### config.mk
export PLATFORM = sky130hd
export DESIGN_NAME = b3h_compress
export DESIGN_NICKNAME = d
export VERILOG_FILES = /design/src/rtl/b3h_pkg.sv /design/src/rtl/b3h_compress.sv
export SDC_FILE = /design/constraint.sdc
export NUM_CORES = 2
export LEC_CHECK = 0
export ABC_AREA = 1
export BUFFER_PORTS_ARGS = -buffer_cell sky130_fd_sc_hd__buf_2
export CAP_MARGIN = 20
export CORE_UTILIZATION = 30
export DETAILED_ROUTE_END_ITERATION = 12
export PLACE_DENSITY = 0.56
export SLEW_MARGIN = 40
export SYNTH_ARGS = -nofsm -noshare
export SYNTH_HDL_FRONTEND = slang
export SYNTH_SLANG_ARGS = --single-unit
### constraint.sdc
create_clock -name i_clk -period 84.4 [get_ports i_clk]
set_input_delay 8.44 -clock i_clk [delete_from_list [all_inputs] [get_ports i_clk]]
set_output_delay 8.44 -clock i_clk [all_outputs]
set_load 0.1 [all_outputs]
### src/rtl/b3h_pkg.sv
// Shared types, constants and state codes of the BLAKE3 stream hasher.
package b3h_pkg;

    typedef logic [7:0][31:0]  t_cv;
    typedef logic [15:0][31:0] t_blk;

    localparam t_cv IV = {
        32'h5BE0CD19, 32'h1F83D9AB, 32'h9B05688C, 32'h510E527F,
        32'hA54FF53A, 32'h3C6EF372, 32'hBB67AE85, 32'h6A09E667
    };

    localparam logic [15:0][3:0] PERM = {
        4'd8, 4'd15, 4'd14, 4'd9, 4'd5, 4'd12, 4'd11, 4'd1,
        4'd13, 4'd4, 4'd0, 4'd7, 4'd10, 4'd3, 4'd6, 4'd2
    };

    localparam logic [3:0] FLAG_CHUNK_START = 4'd1;
    localparam logic [3:0] FLAG_CHUNK_END   = 4'd2;
    localparam logic [3:0] FLAG_PARENT      = 4'd4;
    localparam logic [3:0] FLAG_ROOT        = 4'd8;

    localparam logic [6:0] BLOCK_BYTES = 7'd64;
    localparam logic [3:0] LAST_BLOCK  = 4'd15;
    localparam logic [6:0] MAX_WORDS   = 7'd64;
    localparam logic [6:0] OW_RESET    = 7'd8;
    localparam logic [4:0] LOAD_WORDS  = 5'd16;

    typedef struct packed {
        logic        start;
        logic        ld_en;
        logic [31:0] ld_word;
        logic [6:0]  len;
        logic [63:0] ctr;
        logic [3:0]  flags;
        t_cv         cv;
    } t_cmp_req;

    typedef enum logic [3:0] {
        S_IDLE, S_LOAD, S_GO, S_COMP, S_MERGE, S_BYTE, S_FOLD, S_ROOT, S_EMIT, S_WAIT
    } t_state;

    typedef enum logic [2:0] {
        J_BLOCK, J_CHUNK, J_MERGE, J_FCHUNK, J_FOLD, J_ROOT
    } t_job;

    typedef enum logic {
        SRC_BUF, SRC_PAIR
    } t_src;

endpackage

### src/rtl/b3h_compress.sv
// Seven-round compression engine, one quarter of a G function per cycle.
module b3h_compress (
    input  logic               i_clk,
    input  logic               i_rst_n,
    input  b3h_pkg::t_cmp_req  i_req,
    output logic               o_done,
    output b3h_pkg::t_blk      o_res
);
    import b3h_pkg::*;

    t_blk       r_v, n_v;
    t_blk       r_m, n_m;
    t_cv        r_cvin;
    logic [1:0] r_ph;
    logic [2:0] r_g;
    logic [2:0] r_rnd;
    logic       r_busy;
    logic       r_done;

    function automatic logic [31:0] rotr(input logic [31:0] x, input int n);
        return (x >> n) | (x << (32 - n));
    endfunction

    always_comb begin
        t_blk        vg, vr, mr;
        logic [31:0] s;
        vg = r_v;
        n_v = r_v;
        n_m = r_m;
        case (r_ph)
            2'd0: begin
                s = r_v[0] + r_v[4] + r_m[0];
                vg[0] = s;
                vg[12] = rotr(r_v[12] ^ s, 16);
            end
            2'd1: begin
                s = r_v[8] + r_v[12];
                vg[8] = s;
                vg[4] = rotr(r_v[4] ^ s, 12);
            end
            2'd2: begin
                s = r_v[0] + r_v[4] + r_m[1];
                vg[0] = s;
                vg[12] = rotr(r_v[12] ^ s, 8);
            end
            default: begin
                s = r_v[8] + r_v[12];
                vg[8] = s;
                vg[4] = rotr(r_v[4] ^ s, 7);
            end
        endcase
        for (int r = 0; r < 4; r++) begin
            for (int c = 0; c < 4; c++) begin
                vr[r*4 + c] = vg[r*4 + ((c + 1) % 4)];
            end
        end
        for (int i = 0; i < 16; i++) begin
            mr[i] = r_m[(i + 2) % 16];
        end
        if (r_ph != 2'd3) begin
            n_v = vg;
        end else if (r_g == 3'd3) begin
            for (int r = 0; r < 4; r++) begin
                for (int c = 0; c < 4; c++) begin
                    n_v[r*4 + c] = vr[r*4 + ((c + r) % 4)];
                end
            end
        end else if (r_g == 3'd7) begin
            for (int r = 0; r < 4; r++) begin
                for (int c = 0; c < 4; c++) begin
                    n_v[r*4 + c] = vr[r*4 + ((c + 4 - r) % 4)];
                end
            end
        end else begin
            n_v = vr;
        end
        if (r_ph == 2'd3) begin
            if (r_g == 3'd7) begin
                for (int i = 0; i < 16; i++) begin
                    n_m[i] = mr[PERM[i]];
                end
            end else begin
                n_m = mr;
            end
        end
    end

    always_ff @(posedge i_clk) begin
        if (i_req.start) begin
            for (int i = 0; i < 8; i++) begin
                r_v[i] <= i_req.cv[i];
            end
            for (int i = 0; i < 4; i++) begin
                r_v[8 + i] <= IV[i];
            end
            r_v[12] <= i_req.ctr[31:0];
            r_v[13] <= i_req.ctr[63:32];
            r_v[14] <= {25'd0, i_req.len};
            r_v[15] <= {28'd0, i_req.flags};
            r_cvin <= i_req.cv;
        end else if (r_busy) begin
            r_v <= n_v;
            r_m <= n_m;
        end else if (i_req.ld_en) begin
            for (int i = 0; i < 15; i++) begin
                r_m[i] <= r_m[i + 1];
            end
            r_m[15] <= i_req.ld_word;
        end
    end

    always_ff @(posedge i_clk) begin
        if (!i_rst_n) begin
            r_busy <= 1'b0;
            r_done <= 1'b0;
            r_ph <= 2'd0;
            r_g <= 3'd0;
            r_rnd <= 3'd0;
        end else if (i_req.start) begin
            r_busy <= 1'b1;
            r_done <= 1'b0;
            r_ph <= 2'd0;
            r_g <= 3'd0;
            r_rnd <= 3'd0;
        end else if (r_busy) begin
            r_ph <= r_ph + 2'd1;
            if (r_ph == 2'd3) begin
                r_g <= r_g + 3'd1;
                if (r_g == 3'd7) begin
                    r_rnd <= r_rnd + 3'd1;
                end
            end
            r_done <= (r_rnd == 3'd6) && (r_g == 3'd7) && (r_ph == 2'd3);
            if ((r_rnd == 3'd6) && (r_g == 3'd7) && (r_ph == 2'd3)) begin
                r_busy <= 1'b0;
            end
        end else begin
            r_done <= 1'b0;
        end
    end

    always_comb begin
        for (int i = 0; i < 8; i++) begin
            o_res[i] = r_v[i] ^ r_v[i + 8];
            o_res[i + 8] = r_v[i + 8] ^ r_cvin[i];
        end
    end

    assign o_done = r_done;

    done_ends_busy: assert property (@(posedge i_clk) disable iff (!i_rst_n)
        r_done |-> !r_busy)
        else $error("done raised while busy");

    start_clears: assert property (@(posedge i_clk) disable iff (!i_rst_n)
        i_req.start |=> (r_busy && r_ph == 2'd0 && r_g == 3'd0 && r_rnd == 3'd0))
        else $error("start did not reset sequencer");

    no_load_busy: assert property (@(posedge i_clk) disable iff (!i_rst_n)
        r_busy |-> !i_req.ld_en)
        else $error("message load during compression");

endmodule

**Yosys cells after proc, flatten, opt, wreduce, memory -nomap -nowiden**

Cells that the tools add are included.

- Register bits after elaboration: 1290
- Input bits: 367
- Output and inout port bits: 513
- Word-level logic and storage cells: 127

- $add $sub $neg: 7
- Eq/ne operators: 12
- Muxes and demuxes: 16
- Bitwise gates (word level): 28
- Reduce and logical (&&, ||, !) cells: 17

Operator list:

| kind | count |
|---|---|
| 512-bit two-way mux | 5 |
| 484-bit two-way mux | 4 |
| 32-bit bitwise XOR | 19 |
| 32-bit case mux with 2 select lines | 3 |
| 32-bit adder | 4 |
| 32-bit two-way mux | 1 |
| 16-bit by 32-bit OR with 32-bit output | 1 |
| 20-bit by 32-bit OR with 32-bit output | 1 |
| 24-bit by 32-bit OR with 32-bit output | 1 |
| 25-bit by 32-bit OR with 32-bit output | 1 |
| 3-bit AND reduction | 5 |
| 2-bit inequality test, second input constant | 4 |
| 3-bit by 1-bit adder with 3-bit output, second input constant | 2 |
| 3-bit == test, second input constant | 2 |
| 2-bit AND reduction | 3 |
| 1-bit NOT | 5 |
| 2-bit == test, second input constant | 2 |
| 4-bit AND reduction | 1 |
| 2-bit nonzero test | 2 |
| 2-bit OR reduction | 2 |
| 3-bit by 2-bit == test with 1-bit output, second input constant | 1 |
| 1-bit two-way mux | 3 |
| 3-bit inequality test, second input constant | 1 |
| 3-bit OR reduction | 1 |
| 5 further kinds | 6 |

**Logic depth before layout (Yosys ltp)**

- Word-level depth: 10
- Mapped depth: 29

**Least setup slack after synthesis**

Ideal clock, no wire load.

- Path kind: input to register
- Start: in i_req[364] in the netlist's numbering
- End: reg r_m[0] in the netlist's numbering, enable pin
- Library setup time: 1.913 ns
- Data arrival time: 41.275 ns
- Data required time: 82.487 ns
- Setup slack: 41.211 ns
- Cell stages on the path: 4
- Buffers on the path: 3
- Cells stage by stage: buf_2 clkbuf_1 clkbuf_1 nor3_1

- Cells in the longest elaborated chain, start to end: 2

Ends and longest elaborated chain:

| what | line | text |
|---|---|---|
| start, declared | b3h_compress.sv:5 | `input b3h_pkg::t_cmp_req i_req,` |
| 1-bit NOT (no source line) | -- |  |
| 3-bit AND reduction (no source line) | -- |  |
| end signal, assigned | b3h_compress.sv:103 | `r_m <= n_m;` |
| end signal, assigned by index | b3h_compress.sv:106 | `r_m[i] <= r_m[i + 1];` |
| end, declared | b3h_compress.sv:12 | `t_blk r_m, n_m;` |

No other way between the ends.
A chain may end at the register's enable or synchronous reset.

**Worst setup path in the final report**

- Start: in i_req[364] in the netlist's numbering
- End: reg r_m[476] in the netlist's numbering, enable pin

Same word-level chain as after synthesis.

==> reports/metrics.yaml <==
place.port_buffers: 879
grt_pass1_vias: 61600
synthArstFlopShare_pct: 0
min_period_over_period_pct: 13.7
maxSlewViolCount: 0
dr.first_iter.drc_count: 8160
crit_type: "primary input to flop"
fin_util_pct: 35.5
synth_ff_type: "edfxtp_1"
max_freq_mhz: 86.2
power_mw: 2.31
area.sequential_um2: 36800
timing.slew.headroom_pct: 32.3
cts_buffers: 147
clk_latency_ps: 830
worst_setup_path_start_kind: "primary input"
tightest_slew_ps: 1010
rsz0062_at_grt: "no"
setup_viol: 0
grt-ovfl-total: 0
ys_types: 55
ys_seq_elements: 1290
fillers: 24900
dieWidth_um: 495
clkSlewWorstSetupHoldPaths_ps: 70
crit_required_ps: 84820
cts.repair.resized: 0
tritoncts: "yes"
tns_ps: 0
arrival_ps: 12010
cts_root_buf: "clkbuf_16"
syn-num-nets: 8645
ir_drop_uv: 20.7
crit_path_max_incr_delay_ps: 660
hold_viol: 0
power_leakage_nw: 35.9
clock_skew_ps: 47.5
coreArea_um2: 241000
critPathBufInv: 6
yosysSeqAreaShare_pct: 50.5
crit_path_frequent_cell: "buf_6"
synthTopCellsByCount: "nand2_1 (1991), edfxtp_1 (1099), inv_1 (966)"
synthesis.area_um2: 73000
nets: 9316
synth_edf_count: 1099
clock-sinks: 1290
p_per_area_nw_per_um2: 27.0
post_drt_wl_per_cell_um: 27.4
synth_top_area_share_pct: 45.2
postSynthCellCount: 8132
timing.hold.ws_ps: 481
htreeDepth: 4
synth_area_per_cell_um2: 8.97
grt_max_degree: 189
worstSetupEndpointType: "flop"
crit_fanout: 99
cts_hold_buffers: 0
antenna_found_initial: 69
ios: 880
grt_pass1_wl_um: 456000
synth.most_common_cell: "nand2_1"
die_y_um: 495
syn2layout_area_growth_pct: 17.4
cpLargestDelayFamily: "buffers and inverters"
track_usage_pct: 26.0
multi_input_area_um2: 30900
wl_um: 332000
clockBufferDepth: 3
yosys.area.top_type: "edfxtp_1"
synth_area_leaders: "edfxtp_1 (45%), nand2_1 (10%), xor2_1 (6.8%), o221ai_1 (5.8%), dfxtp_1 (5.2%)"
gp_congestion: 1.02
cap_violations: 0
fin_area_um2: 85700
synth_warnings: 0
dieArea_um2: 245000
row_count: 180
final_antenna_net_count: 0
vias: 66500
initial_core_util_pct: 30.2
placed_area_um2: 80700
cts_setup_buffers: 0
cp_cell_sequence: "buf_8, nor3_2, buf_12, buf_16, buf_6, buf_6, buf_6"
drive_gt1_share_pct: 14.8
fin_crit_ps: 11600
outcome: "complete, no violations"
dp_hpwl_um: 255000
hold_path.class: "flop to flop"
viasPerCell: 5.48
critPathSlowestCell: "buf_6"
post-route-drc-count: 0
dr.pass1.iters: 8
[cells in the final DEF (no fill, tap or decap), drive strengths merged, types with 5 or more instances in the layout]
| cell | Yosys | routed |
|---|---|---|
| nand2 | 2009 | 2009 |
| edfxtp | 1099 | 1099 |
| inv | 976 | 977 |
| buf | 70 | 976 |
| xor2 | 564 | 564 |
| o21ai | 522 | 522 |
| o221ai | 484 | 484 |
| a21oi | 474 | 474 |
| nand3 | 388 | 388 |
| nor2 | 282 | 282 |
| clkbuf | 385 | 194 |
| dfxtp | 191 | 191 |
| ha | 142 | 142 |
| o211ai | 78 | 78 |
| o22ai | 74 | 74 |
| a22o | 68 | 68 |
| clkinv | 2 | 49 |
| or2 | 40 | 40 |
| a22oi | 35 | 35 |
| xnor2 | 33 | 33 |
| a31oi | 32 | 32 |
| nor3 | 28 | 28 |
| diode | 0 | 26 |
| o22a | 26 | 26 |
| o21a | 19 | 19 |
| nand4 | 18 | 18 |
| o21bai | 16 | 16 |
| a21o | 15 | 15 |
| nand3b | 14 | 14 |
| bufinv | 0 | 12 |
| clkinvlp | 0 | 9 |
| mux2i | 8 | 8 |
| a32o | 6 | 6 |
| and3 | 5 | 5 |
| nor4 | 5 | 5 |
[worst reg2reg max path, stage by stage, from the launching register on]
cell,delay (ps)
edfxtp_1,500
ha_1,280
inv_1,70
fa_1,410
o21ai_2,240
nand2_1,80
nand2_1,120
a21boi_1,160
o21ai_2,230
a21oi_1,150
o21ai_0,390
nand2_1,110
nand2_1,100
xor2_1,700
ha_1,460
a21oi_1,220
o21ai_0,150
o21bai_1,200
a21oi_1,210
nand2_1,180
nand3_1,120
nand3_1,540
o21ai_0,450
o21ai_0,130
[final timing paths]
check | from | to | slack, ps | cells past startpoint
worst min register to register | r_g[1] | r_g[1] | 480 | 2
worst max register to register | r_v[128] | r_v[123] | 77930 | 23
worst min-delay path | r_g[1] | r_g[1] | 480 | 2
worst max-delay path | i_req[364] | r_m[476] | 72800 | 7
[area by class of cell]
type / instances / share of cell area, %
timing repair buffer: 977 / 6.28
multi-input combinational: 5409 / 36.1
inverter: 978 / 4.34
clock buffer: 193 / 4.71
antenna: 26 / 0.0759
clock inverter: 69 / 0.822
sequential: 1290 / 43.0
tap: 3185 / 4.65
[registers in the layout, indices dropped and copies added (netlist names)]
name / count
r_v: 512
r_g: 3
r_cvin: 256
r_busy: 1
r_rnd: 3
o_done: 1
r_ph: 2
r_m: 512
[cells by family after synthesis]
kind of cell,count (synthesis),synth area share [%]
buf+inv,1433,7.42
compound gates,1868,16.7
simple gates,2790,15.5
xor+xnor,597,7.18
flops,1290,50.5
mux,8,0.110
fa+ha+maj,146,2.55
[per-layer routing]
layer  up-vias  share of wire, %  track usage [%]  routed length (µm)
met5         -             0.042                0                 138
met3       586               9.9             6.23               32900
met4        20               4.6             11.2               15300
met2      3481                43             39.0              144000
li1      29600                 -                -                   -
met1     32800                42             35.5              140000
[metrics by stage]
stage	cells	setup WS, ps
after global placement	11800	71330
after detailed placement	11800	71700
after floorplan	8132	41210
after CTS	12100	72550
final	12100	72800
after global routing	12100	72620
[power breakdown]
part	internal (mW)	switching, mW
clock network	0.374	0.277
logic	0.181	0.683
registers	0.744	0.0520
No activity file was read; power rests on OpenSTA's default activity.
